### config.mk
export PLATFORM = sky130hd
export DESIGN_NAME = dsp_ram
export DESIGN_NICKNAME = d
export VERILOG_FILES = /design/src/rtl/dsp_ram.sv
export SDC_FILE = /design/constraint.sdc
export NUM_CORES = 1
export LEC_CHECK = 0
export CAP_MARGIN = 40
export CORE_MARGIN = 1.5
export CORE_UTILIZATION = 65
export DETAILED_ROUTE_END_ITERATION = 12
export DONT_BUFFER_PORTS = 1
export PLACE_DENSITY = 0.84
export SLEW_MARGIN = 10
export SYNTH_ARGS = -nofsm -noshare
export SYNTH_HDL_FRONTEND = slang
export SYNTH_SLANG_ARGS = --single-unit
### constraint.sdc
create_clock -name clk -period 2.8 [get_ports clk]
set_clock_uncertainty 0.1 [all_clocks]
set_input_delay 0.14 -clock clk [delete_from_list [all_inputs] [get_ports clk]]
set_output_delay 0.14 -clock clk [all_outputs]
set_load 0.02 [all_outputs]
### src/rtl/dsp_ram.sv
`timescale 1ns / 1ps
module dsp_ram #(
  parameter int W  = 8,
  parameter int D  = 16,
  parameter int AW = $clog2(D)
) (
  input  logic          clk,
  input  logic          we,
  input  logic [AW-1:0] waddr,
  input  logic [W-1:0]  wdata,
  input  logic [AW-1:0] raddr,
  output logic [W-1:0]  rdata
);

  logic [W-1:0] mem [D];

  // one write port, one registered read port
  always_ff @(posedge clk) begin
    if (we) begin
      mem[waddr] <= wdata;
    end
    rdata <= mem[raddr];
  end

endmodule

Yosys cells after proc, flatten, opt, wreduce, memory -nomap -nowiden
Memory sizes are Yosys's and may differ from the RTL's. A register that Yosys moved wholly into a read port is not among the register bits.
Cells that the tools add are included.
Word-level totals
  bits in registers: 0
  memory bits (writable): 128
  input bits: 18
  output and inout bits: 8
  word-level logic and storage cells: 3
  memories: 1
Operators by class
  multiplexer cells: 2
Memories
  mem: depth 16, bits a word 8, read ports 1, clocked after memory_dff 1, write ports 1, RTL line 15  | logic [W-1:0] mem [D];
Operators by type and width (count)
  two-way mux 1 bit: 2

Depth between registers and ports, before layout
Gate-level depths: netlist of the first run.
  word-level depth: 2
  depth in mapped cells: 5
  gate-level depth less buffers: 3

Worst setup path after synthesis of the first run
Ideal clock, no wire load.
  path kind: input to register
  from: in waddr[2]
  to: mem mem[0][0], enable pin
  library setup time: 383 ps
  arrival time: 1250 ps
  data required time: 2317 ps
  slack: 1067 ps
  stages: 2
  path buffers: 0
  cells stage by stage: or3b_2 nor3_1
RTL lines
  start: declaration: RTL line 9  | input logic [AW-1:0] waddr,
  end: declaration: RTL line 15
Straight into the memory's write port.

==> impl_metrics.py, run 1 <==
metrics = {
    "outcome": {
        "status": "complete, no violations",
    },
    "worst_setup_path": {
        "crit_slowest_cell": "dlygate4sd3_1",
        "path_max_fanout": 1,
        "setup.worst_path.start_class": "flop",
        "rr_worst_depth": 5,
        "cpMostUsedCell": "dlygate4sd3_1",
        "cp_top_family": "buffers and inverters",
        "endpoint_kind": "flop",
        "cp_data_arrival_time_ns": 2.72,
        "r2r_end": "rdata[5]",
        "max_stage_delay_ns": 0.57,
        "crit_type": "flop to flop",
        "critPathRequiredTime_ns": 3.08,
        "r2r-start": "mem[9][5]",
        "crit_buf_inv": 2,
        "r2r_slack_ns": 0.37,
        "worstPathCellList": "mux4_1, dlygate4sd3_1, a22oi_1, dlygate4sd3_1, nand2_1",
    },
    "clock_network": {
        "cts_num_sinks": 136,
        "root_buffer": "clkbuf_8",
        "clockBufferDepth": 2,
        "cts_tree": "yes",
        "cts_resized": 0,
        "cts_max_level": 4,
        "worstSkewPairLatency_ns": 0.51,
        "clkTransAtPathRegs_ns": 0.06,
        "numCtsBuffers": 17,
    },
    "timing": {
        "fin_crit_ns": 2.43,
        "slew_headroom": 0.383,
        "finalHoldViolations": 0,
        "worst_pin_slew_ns": 0.921,
        "finalCritPeriodShare": 0.869,
        "setup_tns_ns": 0,
        "setup_slack_ns": 0.366,
        "fmax_ghz": 0.411,
        "rsz0062_at_grt": "false",
        "setup_viol": 0,
        "slew_viol_final": 0,
    },
    "floorplan": {
        "dieWidth_um": 92.0,
        "start_util": 0.670,
        "die_h_um": 92.0,
        "core_area_mm2": 0.00769,
        "rows": 32,
        "dieArea_mm2": 0.00846,
        "num_io_pins": 26,
    },
    "global_routing": {
        "grt_use_total": 0.263,
        "grt_pass1_vias": 2514,
        "overflow": 0,
        "antenna_found_initial": 0,
        "grt_pass1_wl_um": 14900,
        "grt_max_degree": 33,
    },
    "logic_synthesis": {
        "dominantRegCellSynth": "edfxtp_1",
        "synthCells": 229,
        "synth_edf_count": 128,
        "netlist_area_mm2": 0.00515,
        "synth.distinct_cells": 19,
        "synth_fa_ha_area_frac": 0,
        "yosysSeqAreaShare": 0.778,
        "synthSimpleGateAreaFrac": 0.0318,
        "synth-async-reset-ratio": 0,
        "synth_seq_cells": 136,
        "synth_mux_area_frac": 0.150,
        "synth-compound-area-share": 0.0233,
        "yosys_warnings": 0,
        "synthXorXnorAreaFrac": 0,
        "synthesis.nets": 247,
        "synth.avg_cell_area_um2": 22.5,
        "synth_top_family_by_area": "multiplexers",
    },
    "routing": {
        "vias": 2408,
        "drt_wl_total_um": 9980,
        "dr.pass1.iters": 4,
        "viasPerCell": 6.42,
        "routedWlPerCell_um": 26.6,
        "ant_nets": 0,
        "drt_iter0_drc": 253,
        "remaining_drc_errors": 0,
    },
    "finish": {
        "nNetsFinal": 278,
        "drive_gt1_frac": 0.209,
        "layout_common_cells": "128 x edfxtp_1, 18 x mux4_2, 16 x a22oi_1, 16 x clkbuf_16, 15 x dlygate4sd3_1",
        "finalNonFillerCells": 375,
        "layout_commonest_cell": "edfxtp_1",
        "multi_input_area_mm2": 0.00106,
        "antenna_cells": 0,
        "fillers": 391,
        "regArea_mm2": 0.00400,
        "syn_to_final_growth_pct": 17.3,
    },
    "place": {
        "dp.cells": 326,
        "dp_hpwl_um": 5560,
        "port_buffers": 0,
        "place_ws_ns": 1.11,
        "routabilityCongestion": 0.805,
    },
    "power_and_ir_drop": {
        "seqPwrFrac": 0.484,
        "leakage_nw": 2.00,
        "swShare": 0.194,
        "peakVddDrop_uv": 553,
        "finalPower_w": 0.00477,
        "intPower_w": 0.00384,
        "p_clk_frac": 0.475,
        "p_per_area_mw_per_mm2": 790,
        "p_sw_w": 0.000925,
        "combPwrFrac": 0.041,
    },
    "worst_hold_path": {
        "hold_end": "mem[3][2]",
        "min_from": "waddr[3]",
        "min_path_type": "primary input to flop",
        "hold_depth": 2,
    },
    "job": {
        "drv_cap": 0,
    },
}
layout make-up:
| type | count | share of cell area |
|---|---|---|
| flip-flops and latches | 136 | 0.663 |
| multi-input cells | 83 | 0.175 |
| clock buffers | 23 | 0.0806 |
| repair buffers | 22 | 0.0377 |
| clock inverters | 9 | 0.0226 |
| well taps | 102 | 0.0211 |
synthesized netlist by cell type, types with 2 or more instances:
cell type / count / area (um2)
nand3b_1: 2 / 15.0
nor3_1: 4 / 20.0
buf_2: 3 / 15.0
a22oi_1: 16 / 120
mux4_1: 14 / 368
buf_6: 3 / 33.8
clkdlybuf4s25_2: 3 / 30.0
edfxtp_1: 128 / 3840
dfxtp_1: 8 / 160
nand2_1: 9 / 33.8
nor2_1: 13 / 48.8
mux4_2: 18 / 405
nand2b_1: 2 / 12.5
logic make-up (layout without fill, tap and decap cells):
kind of cell / count (synthesis) / in the layout
flip-flops: 136 / 136
AND/OR/NAND/NOR: 35 / 35
multiplexers: 32 / 32
AO/OA/AOI/OAI: 16 / 16
buffers and inverters: 10 / 54
layer usage:
metal | share of wire | global-route usage | up-vias
li1 | - | - | 1038
met1 | 0.39 | 0.361 | 1240
met3 | 0.075 | 0.0580 | 15
met2 | 0.52 | 0.419 | 115
met5 | 0 | 0 | -
met4 | 0.016 | 0.104 | 0
worst max-delay path by stage:
stage	from	endpoint	slack [ns]	cells after the start
after floorplan	waddr[2]	mem[0][0]	1.07	2
after global placement	waddr[2]	mem[3][6]	1.20	2
after detailed placement	waddr[2]	mem[3][2]	1.11	2
after CTS	mem[9][5]	rdata[5]	0.39	5
after global routing	mem[9][5]	rdata[5]	0.29	5
final	mem[9][5]	rdata[5]	0.37	5
timing repair:
action | in CTS | in global routing
setup buffers | 0 | 0
endpoints found under the hold margin | 168 | 0
hold buffers | 17 | 0
power by group through the flow:
stage | clock network, W | logic (W) | registers (W)
global placement | 0 | 0.000115 | 0.00235
finish | 0.00227 | 0.000194 | 0.00231
detailed placement | 0 | 0.000119 | 0.00235
CTS | 0.00229 | 0.000192 | 0.00231
global route | 0.00238 | 0.000207 | 0.00231
floorplan | 0 | 0.000116 | 0.00234
per-stage QoR:
step,area (um2),hold slack (ns),util
global route,6040,0.0416,0.786
CTS,6040,0.0174,0.786
finish,6040,0.0400,0.786
global placement,5230,0.140,0.680
floorplan,5150,0.139,-
detailed placement,5230,0.139,0.680
sequential cells by signal, summed over array words and instances (netlist names):
| name | cells |
|---|---|
| mem | 128 |
| rdata | 8 |
Note: power is estimated with default switching activity, not from simulation.
==> run 2, diff against run 1 <==
--- a/config.mk
+++ b/config.mk
@@ -7,10 +7,11 @@
 export LEC_CHECK = 0
 export CAP_MARGIN = 40
 export CORE_MARGIN = 1.5
-export CORE_UTILIZATION = 65
+export CORE_UTILIZATION = 62
 export DETAILED_ROUTE_END_ITERATION = 12
 export DONT_BUFFER_PORTS = 1
-export PLACE_DENSITY = 0.84
+export GPL_ROUTABILITY_DRIVEN = 0
+export PLACE_DENSITY = 0.81
 export SLEW_MARGIN = 10
 export SYNTH_ARGS = -nofsm -noshare
 export SYNTH_HDL_FRONTEND = slang
==> constraint.sdc (replaced) <==
create_clock -name clk -period 2.5 [get_ports clk]
set_clock_uncertainty 0.1 [all_clocks]
set_input_delay 0.5 -clock clk [delete_from_list [all_inputs] [get_ports clk]]
set_output_delay 0.5 -clock clk [all_outputs]
set_load 0.02 [all_outputs]
==> impl_metrics.py, run 2 (same netlist as run 1, synthesis figures left out) <==
metrics = {
    "clock_network": {
        "cts_max_level": 4,
        "clkTransAtPathRegs_ns": 0.06,
        "postCtsSetupBuffers": 0,
        "worstSkewPairLatency_ns": 0.52,
        "cts_tree": "yes",
        "clockBufferDepth": 2,
        "cts_resized": 0,
        "numCtsBuffers": 17,
        "cts_num_sinks": 136,
        "holdBufCountCts": 8,
        "root_buffer": "clkbuf_8",
    },
    "outcome": {
        "status": "complete, no violations",
    },
    "finish": {
        "nNetsFinal": 275,
        "fin_util": 0.727,
        "finalNonFillerCells": 375,
        "top_register": "mem",
        "top_regs": "mem (128), rdata (8)",
        "largest_register_ffs": 128,
        "syn_to_final_growth_pct": 14.9,
        "layout_commonest_cell": "edfxtp_1",
        "antenna_cells": 0,
        "drive_gt1_frac": 0.204,
        "layout_common_cells": "128 x edfxtp_1, 18 x mux4_2, 16 x a22oi_1, 16 x clkbuf_16, 14 x mux4_1",
        "fillers": 444,
    },
    "floorplan": {
        "core_area_mm2": 0.00813,
        "start_util": 0.633,
        "num_io_pins": 26,
        "rows": 33,
        "dieArea_mm2": 0.00886,
        "dieWidth_um": 94.1,
        "die_h_um": 94.1,
    },
    "worst_setup_path": {
        "crit_type": "flop to flop",
        "crit_buf_inv": 0,
        "worstPathCellList": "mux4_1, a22oi_1, nand2_1",
        "max_stage_delay_ns": 0.62,
        "cp_data_arrival_time_ns": 1.85,
        "critPathRequiredTime_ns": 2.80,
        "crit_slowest_cell": "mux4_1",
        "setup.worst_path.start_class": "flop",
        "cp_top_family": "multiplexers",
        "path_max_fanout": 1,
        "endpoint_kind": "flop",
    },
    "place": {
        "dp.cells": 335,
        "place_ws_ns": 0.667,
        "port_buffers": 0,
        "dp_hpwl_um": 5420,
    },
    "timing": {
        "setup_tns_ns": 0,
        "finalCritPeriodShare": 0.621,
        "rsz0062_at_grt": "false",
        "slew_headroom": 0.448,
        "setup_slack_ns": 0.948,
        "fin_crit_ns": 1.55,
        "setup_viol": 0,
        "worst_pin_slew_ns": 0.826,
        "finalHoldViolations": 0,
        "fmax_ghz": 0.644,
        "slew_viol_final": 0,
    },
    "routing": {
        "vias": 2430,
        "ant_nets": 0,
        "dr.pass1.iters": 7,
        "routedWlPerCell_um": 26.1,
        "viasPerCell": 6.48,
        "drt_iter0_drc": 303,
        "drt_wl_total_um": 9770,
        "remaining_drc_errors": 0,
    },
    "global_routing": {
        "antenna_found_initial": 1,
        "grt.busiest_layer": "met2",
        "grt_pass1_vias": 2384,
        "grt_max_degree": 33,
        "use_met3": 0.0785,
        "overflow": 0,
        "grt_pass1_wl_um": 14500,
        "grt_use_total": 0.247,
        "met1_usage": 0.358,
        "grt_use_met2": 0.364,
    },
    "worst_hold_path": {
        "min_path_type": "primary input to flop",
    },
    "power_and_ir_drop": {
        "leakage_nw": 1.96,
        "peakVddDrop_uv": 756,
        "p_per_area_mw_per_mm2": 866,
    },
    "job": {
        "drv_cap": 0,
    },
}
==> run 2: changes by cell type in the layout (fill, tap and decap cells not counted) <==
cell / delta
clkinv_1: +3
clkbuf_1: +3
dlygate4sd3_1: -7
buf_4: +6
clkinvlp_4: -2
inv_6: -2
buf_12: -2
clkinv_2: +3
clkbuf_8: -5
==> run 2: path summary, 6_finish.rpt <==
check / start / to / slack [ns] / depth (start not counted)
hold reg to reg: mem[14][7] / rdata[7] / 0.57 / 3
hold / removal: raddr[1] / rdata[7] / 0.18 / 3
setup / recovery: mem[9][5] / rdata[5] / 0.95 / 3
setup reg to reg: mem[9][5] / rdata[5] / 0.95 / 3
==> run 2: per-stage QoR <==
step / cell area [um2] / hold WS (ns) / total power [W]
after CTS: 5910 / 0.165 / 0.00514
after global routing: 5910 / 0.181 / 0.00525
after floorplan: 5150 / 0.499 / 0.00276
final: 5910 / 0.184 / 0.00512
after detailed placement: 5280 / 0.499 / 0.00277
after global placement: 5280 / 0.500 / 0.00276
==> run 2: area by class of cell <==
type,instances,area (um2),share of cell area
multi-input cells,83,1060,0.179
well taps,105,131,0.0222
clock inverters,11,130,0.0220
flip-flops and latches,136,4000,0.677
clock buffers,21,429,0.0726
repair buffers,19,163,0.0275
==> run 2: report_power, final <==
part	switching (W)	leakage, nW	internal (W)	total (W)
clock network	0.000852	0.276	0.00150	0.00235
registers	0.0000343	1.22	0.00255	0.00259
logic	0.0000967	0.462	0.0000840	0.000181
total	0.000983	1.96	0.00414	0.00512
==> run 2: layer usage <==
| metal | share of wire | up-vias |
|---|---|---|
| li1 | - | 1031 |
| met1 | 0.41 | 1247 |
| met4 | 0.0098 | 2 |
| met3 | 0.079 | 12 |
| met2 | 0.50 | 138 |
| met5 | 0.0016 | - |
==> run 2: worst reg2reg max path: cells and delay by family (launching register included) <==
kind | cells | cell delay, ns
compound gates | 1 | 0.26
mux | 1 | 0.62
flops | 1 | 0.39
simple gates | 1 | 0.07
==> run 3, diff against run 2 <==
--- a/config.mk
+++ b/config.mk
@@ -7,11 +7,11 @@
 export LEC_CHECK = 0
 export CAP_MARGIN = 40
 export CORE_MARGIN = 1.5
-export CORE_UTILIZATION = 62
+export CORE_UTILIZATION = 56
 export DETAILED_ROUTE_END_ITERATION = 12
 export DONT_BUFFER_PORTS = 1
 export GPL_ROUTABILITY_DRIVEN = 0
-export PLACE_DENSITY = 0.81
+export PLACE_DENSITY = 0.77
 export SLEW_MARGIN = 10
 export SYNTH_ARGS = -nofsm -noshare
 export SYNTH_HDL_FRONTEND = slang
==> constraint.sdc (replaced) <==
create_clock -name clk -period 1.4 [get_ports clk]
set_clock_uncertainty 0.1 [all_clocks]
set_input_delay 0.28 -clock clk [delete_from_list [all_inputs] [get_ports clk]]
set_output_delay 0.28 -clock clk [all_outputs]
set_load 0.02 [all_outputs]
==> impl_metrics.py, run 3 (same netlist as run 1, synthesis figures left out) <==
metrics = {
    "finish": {
        "top_register": "mem",
        "top_regs": "mem (128), rdata (8)",
        "regArea_mm2": 0.00400,
        "layout_commonest_cell": "edfxtp_1",
        "largest_register_ffs": 128,
        "fillers": 543,
        "nNetsFinal": 283,
        "syn_to_final_growth_pct": 16.9,
        "layout_common_cells": "128 x edfxtp_1, 31 x mux4_2, 17 x buf_4",
        "antenna_cells": 0,
        "finalNonFillerCells": 386,
        "drive_gt1_frac": 0.313,
        "multi_input_area_mm2": 0.00109,
    },
    "routing": {
        "routedWlPerCell_um": 24.9,
        "vias": 2369,
        "drt_wl_total_um": 9610,
        "remaining_drc_errors": 2,
        "dr.pass1.iters": 8,
        "drt_iter0_drc": 126,
        "viasPerCell": 6.14,
        "ant_nets": 0,
    },
    "timing": {
        "finalCritPeriodShare": 1.04,
        "slew_viol_final": 0,
        "setup_slack_ns": -0.0605,
        "worst_pin_slew_ns": 0.816,
        "fmax_ghz": 0.685,
        "slew_headroom": 0.454,
        "setup_viol": 4,
        "fin_crit_ns": 1.46,
        "finalHoldViolations": 6,
        "timing.hold.ws_ns": -0.0444,
        "rsz0062_at_grt": "true",
    },
    "clock_network": {
        "cts_num_sinks": 136,
        "numCtsBuffers": 17,
        "cts_tree": "yes",
        "holdBufCountCts": 10,
        "clkTransAtPathRegs_ns": 0.06,
        "clockBufferDepth": 2,
        "root_buffer": "clkbuf_8",
        "worstSkewPairLatency_ns": 0.53,
        "cts_max_level": 4,
    },
    "worst_setup_path": {
        "endpoint_kind": "flop",
        "rr_worst_depth": 3,
        "critPathRequiredTime_ns": 1.71,
        "path_max_fanout": 1,
        "r2r_end": "rdata[6]",
        "setup.worst_path.start_class": "flop",
        "crit_type": "flop to flop",
        "cp_data_arrival_time_ns": 1.77,
        "r2r-start": "mem[3][6]",
        "r2r_slack_ns": -0.06,
    },
    "floorplan": {
        "rows": 34,
        "start_util": 0.585,
        "dieWidth_um": 98.9,
        "num_io_pins": 26,
        "dieArea_mm2": 0.00978,
        "die_h_um": 98.9,
        "core_area_mm2": 0.00881,
    },
    "global_routing": {
        "overflow": 0,
        "grt_pass1_vias": 2455,
        "grt_pass1_wl_um": 14800,
        "grt_max_degree": 33,
        "antenna_found_initial": 0,
        "grt_use_total": 0.223,
    },
    "power_and_ir_drop": {
        "finalPower_w": 0.00919,
        "peakVddDrop_uv": 1120,
        "leakage_nw": 1.95,
        "p_per_area_mw_per_mm2": 1530,
    },
    "place": {
        "dp_hpwl_um": 5620,
        "dp.cells": 345,
        "port_buffers": 0,
    },
    "worst_hold_path": {
        "min_from": "raddr[1]",
        "hold_depth": 3,
        "hold_end": "rdata[3]",
        "min_path_type": "primary input to flop",
    },
    "outcome": {
        "violations": "design-rule violations, negative hold slack, negative setup slack",
        "status": "finished, violations left",
    },
    "job": {
        "drv_cap": 0,
    },
}
## run 3: cell count changes in the layout (fill, tap and decap cells not counted), sizes merged
cell / before / now
dlygate4sd3: 8 / 10
clkinvlp: 0 / 2
clkinv: 8 / 5
buf: 11 / 17
clkbuf: 21 / 22
## run 3: metal layers
metal / track usage / part of all wire
met5: 0 / 0
met4: 0.0857 / 0.015
met3: 0.0681 / 0.060
met2: 0.339 / 0.50
met1: 0.309 / 0.42
## run 3: through the flow
| stage | setup WS, ns | instance area, um2 | hold WS, ns | utilization | setup TNS (ns) |
|---|---|---|---|---|---|
| finish | -0.0605 | 6020 | -0.0444 | 0.683 | -0.123 |
| global route | -0.0855 | 6020 | -0.0341 | 0.683 | -0.283 |
| CTS | -0.0936 | 5990 | -0.0584 | 0.680 | -0.385 |
| detailed placement | -0.0953 | 5330 | 0.279 | 0.606 | -1.74 |
| global placement | -0.0854 | 5330 | 0.280 | 0.606 | -1.54 |
| floorplan | -0.113 | 5180 | 0.279 | - | -1.22 |
## run 3: worst max-delay path by stage
stage	end	slack (ns)	startpoint	cells after the start
global placement	mem[0][5]	-0.09	waddr[2]	3
floorplan	mem[0][0]	-0.11	waddr[2]	2
CTS	rdata[6]	-0.09	mem[3][6]	3
detailed placement	mem[0][1]	-0.1	waddr[2]	3
global route	rdata[6]	-0.09	mem[3][6]	3
finish	rdata[6]	-0.06	mem[3][6]	3
## run 3: timing repair
action | in CTS | in global routing
pin swaps | 2 | 4
resized for setup | 1 | 5
endpoints found under the hold margin | 152 | 7
setup buffers | 0 | 0
endpoints found under the setup margin | 7 | 8
## run 3: layout make-up
| class | instances | area share |
|---|---|---|
| clock buffer | 22 | 0.0719 |
| tap | 108 | 0.0225 |
| sequential | 136 | 0.665 |
| timing repair buffer | 27 | 0.0378 |
| clock inverter | 10 | 0.0212 |
| multi-input combinational | 83 | 0.181 |
## run 3: critical path, cell delays in order, from the launching register on
cell	delay (ns)
edfxtp_1	0.39
mux4_2	0.52
a22oi_2	0.26
nand2_1	0.08
## run 3: where the power goes
part | switching (W) | total [W] | internal (W) | leakage [nW]
logic | 0.000176 | 0.000346 | 0.000169 | 0.461
clock network | 0.00153 | 0.00422 | 0.00269 | 0.268
registers | 0.0000649 | 0.00462 | 0.00456 | 1.22
total | 0.00178 | 0.00919 | 0.00741 | 1.95
