===== src/rtl/dsp_pkg.sv =====
`timescale 1ns / 1ps
package dsp_pkg;

  localparam int MAX_VERTICES = 1024;
  localparam int MAX_ARCS     = 4096;
  localparam int HEAP_DEPTH   = MAX_ARCS + 1;

  localparam int VW  = $clog2(MAX_VERTICES);   // vertex index
  localparam int CW  = VW + 1;                 // vertex count / predecessor
  localparam int LW  = $clog2(MAX_ARCS) + 1;   // arc link, empty marker fits
  localparam int AAW = $clog2(MAX_ARCS);       // arc store address
  localparam int HAW = $clog2(HEAP_DEPTH);     // heap index
  localparam int WW  = 16;                     // arc weight Q8.8
  localparam int DW  = 32;                     // distance Q24.8
  localparam int KW  = DW + VW;                // heap key {distance, vertex}
  localparam int VMW = CW + DW;                // vertex entry {prev, dist}
  localparam int AMW = LW + WW + VW;           // arc entry {link, weight, head}

  localparam logic [DW-1:0] INF_DIST   = '1;
  localparam logic [DW-1:0] SAT_DIST   = {{(DW-1){1'b1}}, 1'b0};
  localparam logic [CW-1:0] NO_PRED    = '1;
  localparam logic [LW-1:0] EMPTY_LINK = LW'(MAX_ARCS);

  localparam logic [1:0] CMD_CLEAR = 2'd0;
  localparam logic [1:0] CMD_ADD   = 2'd1;
  localparam logic [1:0] CMD_RUN   = 2'd2;
  localparam logic [1:0] CMD_QUERY = 2'd3;

  localparam logic [1:0] ST_OK        = 2'd0;
  localparam logic [1:0] ST_FULL      = 2'd1;
  localparam logic [1:0] ST_BAD_VERT  = 2'd2;

  typedef enum logic [4:0] {
    S_SWEEP, S_IDLE, S_DISPATCH, S_ADD_WR, S_QUERY, S_RESP,
    S_SEED, S_POP0, S_POP1, S_POP2, S_SD_L, S_SD_R, S_SD_CMP,
    S_VISIT, S_VISIT2, S_ARC, S_ARC2, S_RELAX, S_SU, S_SU2
  } state_t;

  typedef enum logic [1:0] {SW_RESET, SW_CLEAR, SW_RUN} sweep_t;

  typedef struct packed {
    logic           we;
    logic [VW-1:0]  waddr;
    logic [VMW-1:0] wdata;
    logic [VW-1:0]  raddr;
  } vert_req_t;

  typedef struct packed {
    logic           we;
    logic [VW-1:0]  waddr;
    logic [LW-1:0]  wdata;
    logic [VW-1:0]  raddr;
  } head_req_t;

  typedef struct packed {
    logic           we;
    logic [AAW-1:0] waddr;
    logic [AMW-1:0] wdata;
    logic [AAW-1:0] raddr;
  } arc_req_t;

  typedef struct packed {
    logic           we;
    logic [HAW-1:0] waddr;
    logic [KW-1:0]  wdata;
    logic [HAW-1:0] raddr;
  } heap_req_t;

  typedef struct packed {
    logic          heap_empty;
    logic [LW-1:0] arc_fill;
  } dsp_stat_t;

endpackage


===== src/rtl/dsp_ctrl.sv =====
`timescale 1ns / 1ps
module dsp_ctrl (
  input  logic                     clk,
  input  logic                     rst,
  input  logic                     cfg_we,
  input  logic [dsp_pkg::CW-1:0]   cfg_wdata,
  input  logic                     in_valid,
  output logic                     in_ready,
  input  logic [1:0]               in_cmd,
  input  logic [dsp_pkg::VW-1:0]   in_from,
  input  logic [dsp_pkg::VW-1:0]   in_to,
  input  logic [dsp_pkg::WW-1:0]   in_weight,
  output logic                     out_valid,
  input  logic                     out_ready,
  output logic [1:0]               out_status,
  output logic [dsp_pkg::DW-1:0]   out_dist,
  output logic [dsp_pkg::CW-1:0]   out_pred,
  output logic                     out_reach,
  output dsp_pkg::vert_req_t       vreq,
  input  logic [dsp_pkg::VMW-1:0]  vrdata,
  output dsp_pkg::head_req_t       hdreq,
  input  logic [dsp_pkg::LW-1:0]   hdrdata,
  output dsp_pkg::arc_req_t        areq,
  input  logic [dsp_pkg::AMW-1:0]  ardata,
  output dsp_pkg::heap_req_t       hpreq,
  input  logic [dsp_pkg::KW-1:0]   hprdata,
  output dsp_pkg::dsp_stat_t       stat
);
  import dsp_pkg::*;

  state_t state, state_next;
  sweep_t mode;

  logic [CW-1:0]  vcount;
  logic [CW-1:0]  n_live;

  // latched request
  logic [1:0]     cmd;
  logic [VW-1:0]  fv, tv;
  logic [WW-1:0]  wt;

  // staged result
  logic [1:0]     r_status;
  logic [DW-1:0]  r_dist;
  logic [CW-1:0]  r_pred;
  logic           r_reach;

  logic [VW-1:0]  sweep_cnt;
  logic [LW-1:0]  arc_fill;
  logic [HAW:0]   heap_fill;
  logic [HAW-1:0] pos;
  logic [KW-1:0]  hkey;
  logic [KW-1:0]  top;
  logic [KW-1:0]  lval;
  logic           r_ok;
  logic [LW-1:0]  arc_ptr;
  logic [LW-1:0]  arc_link;
  logic [VW-1:0]  arc_v;
  logic [DW-1:0]  nd;

  // derived terms
  logic           fv_bad, tv_bad;
  logic [HAW+1:0] lidx, ridx;
  logic [HAW-1:0] parent;
  logic [DW-1:0]  top_d;
  logic [VW-1:0]  top_u;
  logic [DW:0]    sum;
  logic [DW-1:0]  sum_sat;
  logic           l_lt, r_lt, pick_l, pick_r;
  logic [KW-1:0]  rcmp;

  always_comb begin
    if (vcount == '0) begin
      n_live = CW'(1);
    end else if (vcount > CW'(MAX_VERTICES)) begin
      n_live = CW'(MAX_VERTICES);
    end else begin
      n_live = vcount;
    end
  end

  assign fv_bad  = {1'b0, fv} >= n_live;
  assign tv_bad  = {1'b0, tv} >= n_live;
  assign lidx    = {1'b0, pos, 1'b1};
  assign ridx    = lidx + (HAW+2)'(1);
  assign parent  = (pos - HAW'(1)) >> 1;
  assign top_d   = top[KW-1:VW];
  assign top_u   = top[VW-1:0];
  assign sum     = {1'b0, top_d} + {{(DW+1-WW){1'b0}}, ardata[VW +: WW]};
  assign sum_sat = (sum > {1'b0, SAT_DIST}) ? SAT_DIST : sum[DW-1:0];

  // sift-down child selection, strict less keeps the parent on ties
  assign l_lt   = lval < hkey;
  assign pick_l = l_lt;
  assign rcmp   = pick_l ? lval : hkey;
  assign r_lt   = r_ok && (hprdata < rcmp);
  assign pick_r = r_lt;

  assign in_ready        = (state == S_IDLE);
  assign stat.heap_empty = (heap_fill == '0);
  assign stat.arc_fill   = arc_fill;

  // configuration register
  always_ff @(posedge clk) begin
    if (rst) begin
      vcount <= CW'(MAX_VERTICES);
    end else if (cfg_we) begin
      vcount <= cfg_wdata;
    end
  end

  // next state
  always_comb begin
    state_next = state;
    unique case (state)
      S_SWEEP: begin
        if (sweep_cnt == VW'(MAX_VERTICES - 1)) begin
          unique case (mode)
            SW_RESET: state_next = S_IDLE;
            SW_CLEAR: state_next = S_RESP;
            SW_RUN:   state_next = S_SEED;
            default:  state_next = S_IDLE;
          endcase
        end
      end
      S_IDLE:     if (in_valid) state_next = S_DISPATCH;
      S_DISPATCH: begin
        unique case (cmd)
          CMD_CLEAR: state_next = S_SWEEP;
          CMD_ADD: begin
            if (fv_bad || tv_bad || arc_fill >= LW'(MAX_ARCS)) state_next = S_RESP;
            else state_next = S_ADD_WR;
          end
          CMD_RUN:   state_next = fv_bad ? S_RESP : S_SWEEP;
          default:   state_next = fv_bad ? S_RESP : S_QUERY;
        endcase
      end
      S_ADD_WR:   state_next = S_RESP;
      S_QUERY:    state_next = S_RESP;
      S_RESP:     if (!out_valid || out_ready) state_next = S_IDLE;
      S_SEED:     state_next = S_POP0;
      S_POP0:     state_next = (heap_fill == '0) ? S_RESP : S_POP1;
      S_POP1:     state_next = S_POP2;
      S_POP2:     state_next = S_SD_L;
      S_SD_L:     state_next = (lidx < (HAW+2)'(heap_fill)) ? S_SD_R : S_VISIT;
      S_SD_R:     state_next = S_SD_CMP;
      S_SD_CMP:   state_next = (pick_l || pick_r) ? S_SD_L : S_VISIT;
      S_VISIT:    state_next = ({1'b0, top_u} >= n_live) ? S_POP0 : S_VISIT2;
      S_VISIT2:   state_next = (top_d > vrdata[DW-1:0]) ? S_POP0 : S_ARC;
      S_ARC:      state_next = arc_ptr[LW-1] ? S_POP0 : S_ARC2;
      S_ARC2: begin
        if ({1'b0, ardata[VW-1:0]} < n_live) state_next = S_RELAX;
        else state_next = S_ARC;
      end
      S_RELAX: begin
        if (nd < vrdata[DW-1:0] && heap_fill < (HAW+1)'(HEAP_DEPTH)) state_next = S_SU;
        else state_next = S_ARC;
      end
      S_SU:       state_next = (pos == '0) ? S_ARC : S_SU2;
      S_SU2:      state_next = (hprdata <= hkey) ? S_ARC : S_SU;
      default:    state_next = S_IDLE;
    endcase
  end

  // memory requests
  always_comb begin
    vreq  = '0;
    hdreq = '0;
    areq  = '0;
    hpreq = '0;
    unique case (state)
      S_SWEEP: begin
        vreq.we     = 1'b1;
        vreq.waddr  = sweep_cnt;
        vreq.wdata  = {NO_PRED, INF_DIST};
        hdreq.we    = (mode != SW_RUN);
        hdreq.waddr = sweep_cnt;
        hdreq.wdata = EMPTY_LINK;
      end
      S_DISPATCH: begin
        hdreq.raddr = fv;
        vreq.raddr  = fv;
      end
      S_ADD_WR: begin
        areq.we     = 1'b1;
        areq.waddr  = arc_fill[AAW-1:0];
        areq.wdata  = {hdrdata, wt, tv};
        hdreq.we    = 1'b1;
        hdreq.waddr = fv;
        hdreq.wdata = arc_fill;
      end
      S_SEED: begin
        vreq.we     = 1'b1;
        vreq.waddr  = fv;
        vreq.wdata  = {NO_PRED, {DW{1'b0}}};
        hpreq.we    = 1'b1;
        hpreq.waddr = '0;
        hpreq.wdata = {{DW{1'b0}}, fv};
      end
      S_POP0: hpreq.raddr = '0;
      S_POP1: hpreq.raddr = HAW'(heap_fill - (HAW+1)'(1));
      S_SD_L: begin
        if (lidx < (HAW+2)'(heap_fill)) begin
          hpreq.raddr = lidx[HAW-1:0];
        end else begin
          hpreq.we    = 1'b1;
          hpreq.waddr = pos;
          hpreq.wdata = hkey;
        end
      end
      S_SD_R: hpreq.raddr = ridx[HAW-1:0];
      S_SD_CMP: begin
        hpreq.we    = 1'b1;
        hpreq.waddr = pos;
        hpreq.wdata = pick_r ? hprdata : (pick_l ? lval : hkey);
      end
      S_VISIT: begin
        vreq.raddr  = top_u;
        hdreq.raddr = top_u;
      end
      S_ARC:  areq.raddr = arc_ptr[AAW-1:0];
      S_ARC2: vreq.raddr = ardata[VW-1:0];
      S_RELAX: begin
        if (nd < vrdata[DW-1:0]) begin
          vreq.we    = 1'b1;
          vreq.waddr = arc_v;
          vreq.wdata = {1'b0, top_u, nd};
        end
      end
      S_SU: begin
        if (pos == '0) begin
          hpreq.we    = 1'b1;
          hpreq.waddr = '0;
          hpreq.wdata = hkey;
        end else begin
          hpreq.raddr = parent;
        end
      end
      S_SU2: begin
        hpreq.we    = 1'b1;
        hpreq.waddr = pos;
        hpreq.wdata = (hprdata <= hkey) ? hkey : hprdata;
      end
      default: ;
    endcase
  end

  // control registers
  always_ff @(posedge clk) begin
    if (rst) begin
      state     <= S_SWEEP;
      mode      <= SW_RESET;
      sweep_cnt <= '0;
      arc_fill  <= '0;
      heap_fill <= '0;
      out_valid <= 1'b0;
    end else begin
      state <= state_next;
      // result register: load when free or draining, else clear on handoff
      if (state == S_RESP && (!out_valid || out_ready)) begin
        out_valid <= 1'b1;
      end else if (out_valid && out_ready) begin
        out_valid <= 1'b0;
      end
      unique case (state)
        S_SWEEP: sweep_cnt <= sweep_cnt + VW'(1);
        S_DISPATCH: begin
          sweep_cnt <= '0;
          if (cmd == CMD_CLEAR) begin
            mode     <= SW_CLEAR;
            arc_fill <= '0;
          end else if (cmd == CMD_RUN) begin
            mode <= SW_RUN;
          end
        end
        S_ADD_WR: arc_fill  <= arc_fill + LW'(1);
        S_SEED:   heap_fill <= (HAW+1)'(1);
        S_POP1:   heap_fill <= heap_fill - (HAW+1)'(1);
        S_RELAX: begin
          if (nd < vrdata[DW-1:0] && heap_fill < (HAW+1)'(HEAP_DEPTH)) begin
            heap_fill <= heap_fill + (HAW+1)'(1);
          end
        end
        default: ;
      endcase
    end
  end

  // datapath registers
  always_ff @(posedge clk) begin
    unique case (state)
      S_IDLE: begin
        cmd <= in_cmd;
        fv  <= in_from;
        tv  <= in_to;
        wt  <= in_weight;
      end
      S_DISPATCH: begin
        r_pred  <= NO_PRED;
        r_reach <= 1'b0;
        if ((cmd == CMD_ADD) && (fv_bad || tv_bad)) begin
          r_status <= ST_BAD_VERT;
          r_dist   <= '0;
        end else if ((cmd == CMD_ADD) && arc_fill >= LW'(MAX_ARCS)) begin
          r_status <= ST_FULL;
          r_dist   <= '0;
        end else if ((cmd == CMD_RUN) && fv_bad) begin
          r_status <= ST_BAD_VERT;
          r_dist   <= '0;
        end else if ((cmd == CMD_QUERY) && fv_bad) begin
          r_status <= ST_BAD_VERT;
          r_dist   <= INF_DIST;
        end else begin
          r_status <= ST_OK;
          r_dist   <= '0;
        end
      end
      S_QUERY: begin
        r_dist  <= vrdata[DW-1:0];
        r_pred  <= vrdata[VMW-1:DW];
        r_reach <= (vrdata[DW-1:0] != INF_DIST);
      end
      S_RESP: begin
        if (!out_valid || out_ready) begin
          out_status <= r_status;
          out_dist   <= r_dist;
          out_pred   <= r_pred;
          out_reach  <= r_reach;
        end
      end
      S_POP1: top <= hprdata;
      S_POP2: begin
        hkey <= hprdata;
        pos  <= '0;
      end
      S_SD_R: begin
        lval <= hprdata;
        r_ok <= ridx < (HAW+2)'(heap_fill);
      end
      S_SD_CMP: begin
        if (pick_r) pos <= ridx[HAW-1:0];
        else if (pick_l) pos <= lidx[HAW-1:0];
      end
      S_VISIT2: arc_ptr <= hdrdata;
      S_ARC2: begin
        arc_v    <= ardata[VW-1:0];
        arc_link <= ardata[AMW-1:VW+WW];
        nd       <= sum_sat;
        if ({1'b0, ardata[VW-1:0]} >= n_live) arc_ptr <= ardata[AMW-1:VW+WW];
      end
      S_RELAX: begin
        arc_ptr <= arc_link;
        hkey    <= {nd, arc_v};
        pos     <= heap_fill[HAW-1:0];
      end
      S_SU2: begin
        if (hprdata > hkey) pos <= parent;
      end
      default: ;
    endcase
  end

endmodule


===== config.mk =====
export PLATFORM = sky130hd
export DESIGN_NAME = dsp_ctrl
export DESIGN_NICKNAME = d
export VERILOG_FILES = /design/src/rtl/dsp_pkg.sv /design/src/rtl/dsp_ctrl.sv
export SDC_FILE = /design/constraint.sdc
export NUM_CORES = 1
export LEC_CHECK = 0
export ABC_CLOCK_PERIOD_IN_PS = 5700
export BUFFER_PORTS_ARGS = -buffer_cell sky130_fd_sc_hd__buf_2
export CAP_MARGIN = 10
export CORE_ASPECT_RATIO = 1.2
export CORE_MARGIN = 5
export CORE_UTILIZATION = 58
export CTS_BUF_LIST = sky130_fd_sc_hd__clkbuf_4
export DETAILED_ROUTE_END_ITERATION = 6
export GPL_ROUTABILITY_DRIVEN = 0
export PLACE_DENSITY = 0.85
export SLEW_MARGIN = 0
export SYNTH_ARGS = -nofsm -noshare
export SYNTH_HDL_FRONTEND = slang
export SYNTH_SLANG_ARGS = --single-unit

===== constraint.sdc =====
create_clock -name clk -period 5.7 [get_ports clk]
set_input_delay 0.285 -clock clk [delete_from_list [all_inputs] [get_ports clk]]
set_output_delay 0.285 -clock clk [all_outputs]
set_load 0.02 [all_outputs]

**After elaboration in Yosys (flattened, before gate mapping)**

Cells that the tools add are included.

- Logic and storage cells: 185
- Input port bits: 191
- Flip-flop bits (word level): 394
- Output and inout port bits: 293

- Add/sub/neg operators: 7
- Equality and inequality tests: 35
- Reduce and logical (&&, ||, !) cells: 35
- Multiplexer cells: 63
- Magnitude comparators: 17

Operators with widths:

| kind | count |
|---|---|
| $pmux 56 s5 | 1 |
| $pmux 54 s3 | 1 |
| $mux 32 | 4 |
| $mux 42 | 3 |
| $mux 56 | 2 |
| $pmux 13 s4 | 2 |
| $pmux 5 s19 | 1 |
| $lt 42x42->1 | 2 |
| $pmux 42 s2 | 1 |
| $mux 13 | 6 |
| $pmux 32 s2 | 1 |
| $mux 54 | 1 |
| $mux 52 | 1 |
| $pmux 24 s2 | 1 |
| $ge 10x11->1 | 4 |
| $gt 42x42->1 | 1 |
| $le 42x42->1 | 1 |
| $pmux 14 s3 | 1 |
| $eq 5x4->1 const B | 8 |
| $mux 5 | 8 |
| $pmux 10 s2 | 2 |
| $pmux 13 s3 | 1 |
| $add 32x16->33 | 1 |
| $gt 33x32->1 const B | 1 |
| other kinds (52) | 102 |

**Longest topological paths before layout**

- Depth in word-level cells: 10
- Depth in mapped cells: 22
- Gate-level depth less buffers: 19

**Worst setup path after synthesis**

OpenSTA, ideal clock, no wires.

- Path kind: flip-flop to output port
- Start: reg hkey[12]
- End: out hpreq[14] in the netlist's numbering
- Setup slack: 0.483 ns
- Stages on the path, launching flop included: 22
- Arrival: 4.932 ns
- Required time: 5.415 ns
- Buffers on the path: 3
- Cell sequence: edfxtp_1 inv_1 ha_1 nand4_1 or4_1 o21ai_1 a21oi_1 a22oi_1 buf_2 buf_4 mux2i_1 ha_1 o211ai_1 o21ai_0 a221oi_1 a31oi_4 a211oi_4 nand2_1 nor2_1 a21oi_2 buf_4 o221ai_1

RTL lines:

| element | RTL line | RTL |
|---|---|---|
| start: declaration | dsp_ctrl.sv:52 | `logic [KW-1:0] hkey;` |
| start signal: assignment | dsp_ctrl.sv:333 | `hkey <= hprdata;` |
| start signal: assignment | dsp_ctrl.sv:353 | `hkey <= {nd, arc_v};` |
| end: declaration | dsp_ctrl.sv:25 | `output dsp_pkg::heap_req_t hpreq,` |

==> flow_summary.ini <==
[drt]
wl_mm = 115
drtPass1Iterations = 7
num_vias = 28200
drtAntennaViolNets = 0
drt_iter0_drc = 4106
drc = 3
wire_per_inst_um = 28.4
viasPerCell = 6.94

[floorplan]
ioPinCount = 484
fp.dieH_um = 242
die_x_um = 203
floorplan.initialDensity_pct = 58.9
core.rowCount = 84
core_area_mm2 = 0.0440
dieArea_mm2 = 0.0490

[timing]
final_hold_viol_count = 0
grt_setup_unrepaired = yes
fmax_ghz = 0.133
setup_viol_count_final = 71
fin_crit_ps = 7490
setup_ws_ps = -1790
relSlewSlack_pct = 18.3
tightestPinTransition_ps = 1220
slew_viol_final = 0
period_share_pct = 131
clock_skew_ps = 64.3
whs_ps = 18.0

[global_routing]
first_global_vias = 28200
track_usage_pct = 42.5
grt_overflow = 0
antenna_found_initial = 5
grt_max_degree = 67
grt_pass1_wl_mm = 162

[clocking]
cts_max_level = 3
cts-root-buf = clkbuf_4
tritoncts.num_buffers = 96
cts.sinks = 394
clkTransAtPathRegs_ps = 80
cts_tree = yes
clk-insertion-delay-late_ps = 920
cts.path.max_buffers = 3

[synthesis]
yosysTopAreaCellShare_pct = 39.2
ys_ff_latch = 394
yosys-top-cells-area = edfxtp_1 39%, ha_1 13%, dfxtp_1 4.3%
yosysUniqueCellTypes = 83
synth_nets = 3082
avgSynthCellArea_um2 = 9.92
synth_seq_area_share_pct = 43.5
synth_edf_count = 338
yosys.area.top_type = edfxtp_1
synth.cell_area_mm2 = 0.0259
synth_ff_type = edfxtp_1
async_flop_share_pct = 0
netlist_instances = 2612
yosysWarnings = 0

[worst_hold_path]
min_from = ardata[23]
hold_path_class = in -> reg

[place]
io_buffers = 483
dpl_cell_area_mm2 = 0.0293
dp_cells = 3615
hpwl_mm = 73.4
dp_slack_ps = -364

[layout]
fillers = 2605
drive_gt1_share_pct = 26.7
layout_commonest_cell = buf_2
nets = 3898
design_area_mm2 = 0.0342
instances_no_fill = 4062
final_cell_mix = 444 x buf_2, 338 x edfxtp_1, 272 x ha_1, 236 x nand2_1, 195 x dlygate4sd3_1
area_delta_synth_final_pct = 32.0

[outcome]
violations = DRC, setup timing
status = finished with violations

[worst_setup_path]
cpLargestDelayFamily = simple AND/OR/NAND/NOR gates
crit_start = hkey[24]$_DFFE_PN_
r2r_cells = 26
cpPeakStageDelay_ps = 620
crit_slowest_cell = or4_1
crit_chain = inv_1 -> ha_1 -> nand4_1 -> nor4_2 -> buf_4 -> a21oi_2 -> a22oi_2 -> buf_12 -> buf_6 -> buf_12 -> mux2i_4 -> ha_4 -> nand4_1 -> or4_1 -> or3_4 -> a31oi_4 -> a211oi_4 -> nor2_2 -> a21o_4 -> nor2_4 -> buf_12 -> buf_16 -> o221ai_4 -> buf_6
rr_startpoint = hkey[24]$_DFFE_PN_
crit_type = reg -> out
critPathArrivalTime_ps = 7210
endpoint_kind = output port
r2r_setup_slack_ps = -770
path_max_fanout = 10
path_buf_inv = 8
required_ps = 5410
crit_end = hpreq[36]
rr_endpoint = pos[6]$_DFFE_PP_
start_kind = register
cpMostUsedCell = buf_12
crit_cells = 24

[power]
p_leak_uw = 0.0152
power.total_uw = 6200
p_per_area_mw_per_mm2 = 181
peakVddDrop_v = 0.000165

[job]
maxCapViolations = 0
## cells by family (layout without fill, tap and decap cells)
group | after synthesis | count (layout) | share of synthesized area (%)
simple gates | 813 | 814 | 15.6
compound gates | 685 | 685 | 17.5
flops | 394 | 394 | 43.5
buf+inv | 301 | 1187 | 4.72
fa+ha+maj | 279 | 279 | 13.5
mux | 75 | 75 | 2.93
xor+xnor | 65 | 65 | 2.20
other cells | 0 | 4 | 0
## through the flow
| stage | TNS (ps) | utilization [%] |
|---|---|---|
| after global routing | -74100 | 77.7 |
| after floorplan | 0 | - |
| after CTS | -28400 | 76.3 |
| final | -76860 | 77.7 |
| after detailed placement | -13380 | 66.5 |
| after global placement | -41.2 | 66.5 |
## Yosys cell counts (6+ instances only)
cell type / count
xor2_1: 31
o211ai_1: 15
nand2_1: 239
nand3_1: 70
a22oi_1: 23
a221oi_1: 6
ha_1: 278
clkbuf_1: 100
edfxtp_1: 338
a31oi_1: 16
o21a_1: 17
o31ai_1: 11
or3_1: 22
mux2i_1: 70
nand2b_1: 20
o21ai_0: 179
nand3b_1: 13
and4_1: 10
nand4_1: 52
a221o_1: 8
a21o_1: 92
nor3_1: 45
a22o_1: 19
a21oi_1: 147
a211o_1: 6
nor4_1: 19
or2_2: 6
o221ai_1: 51
xnor2_1: 34
inv_1: 164
o22ai_1: 9
or4_1: 12
a211oi_1: 23
buf_2: 11
dfxtp_1: 56
nor2b_1: 31
buf_4: 19
o311ai_0: 7
and3_1: 92
and2_1: 9
nor2_1: 158
a2111oi_0: 6
## routing by layer
layer | wire length (um) | GRT usage, %
met1 | 34700 | 45.4
met2 | 51100 | 69.4
met3 | 16700 | 13.5
met4 | 12700 | 33.3
met5 | 0 | 0
## power by group
group | internal [uW] | switching [uW] | total, uW
Sequential | 3120 | 9.30 | 3130
Clock | 1170 | 1290 | 2460
Combinational | 270 | 344 | 614
## worst min path at each step
stage	depth (start not counted)	slack, ps	endpoint
3_3_place_gp	0	400	out_pred[8]$_DFFE_PP_
2_1_floorplan	0	380	arc_link[0]$_DFFE_PN_
6_report	4	20	nd[13]$_SDFFCE_PN1N_
4_1_cts	4	7	nd[10]$_SDFFCE_PN1N_
5_1_grt	4	30	nd[10]$_SDFFCE_PN1N_
3_5_place_dp	0	400	out_dist[14]$_DFFE_PP_
## flip-flops by register name (all words and copies together) (netlist names), 14 cells and up
signal / cells
nd: 32
top: 42
hkey: 42
heap_fill: 14
out_dist: 32
wt: 16
r_dist: 32
lval: 42
## worst reg2reg max path: stages (launching register included)
cell and delay [ps]:
edfxtp_1 460, inv_1 120, ha_1 360, nand4_1 230, nor4_2 360, buf_4 180, a21oi_2 70, a22oi_2 300
buf_12 160, buf_6 100, buf_12 150, mux2i_4 500, ha_4 290, nand4_1 300, or4_1 630, or3_4 410
nor3_4 140, nand3b_1 130, buf_4 160, buf_6 110, buf_6 100, buf_6 100, buf_6 110, o21ai_4 250
buf_6 180, mux2i_1 190, nand3_1 100
## what timing repair did
| action | CTS | global route |
|---|---|---|
| hold buffers | 195 | 0 |
| buffers inserted | 54 | 25 |
| resized for setup | 155 | 57 |
| endpoints found under the hold margin | 261 | 0 |
| cloned | 3 | 5 |
| endpoints found under the setup margin | 59 | 70 |
| pin swaps | 29 | 27 |
## layout make-up
type	count	area, um2	area share [%]
multi-input cells	1918	14200	41.6
flip-flops and latches	394	11300	33.0
repair buffers	853	6170	18.0
clock buffers	133	998	2.92
well taps	559	699	2.04
inverters	165	619	1.81
clock inverters	36	196	0.574
diodes	4	10.0	0.0293
Note: power is estimated with default switching activity, not from simulation.
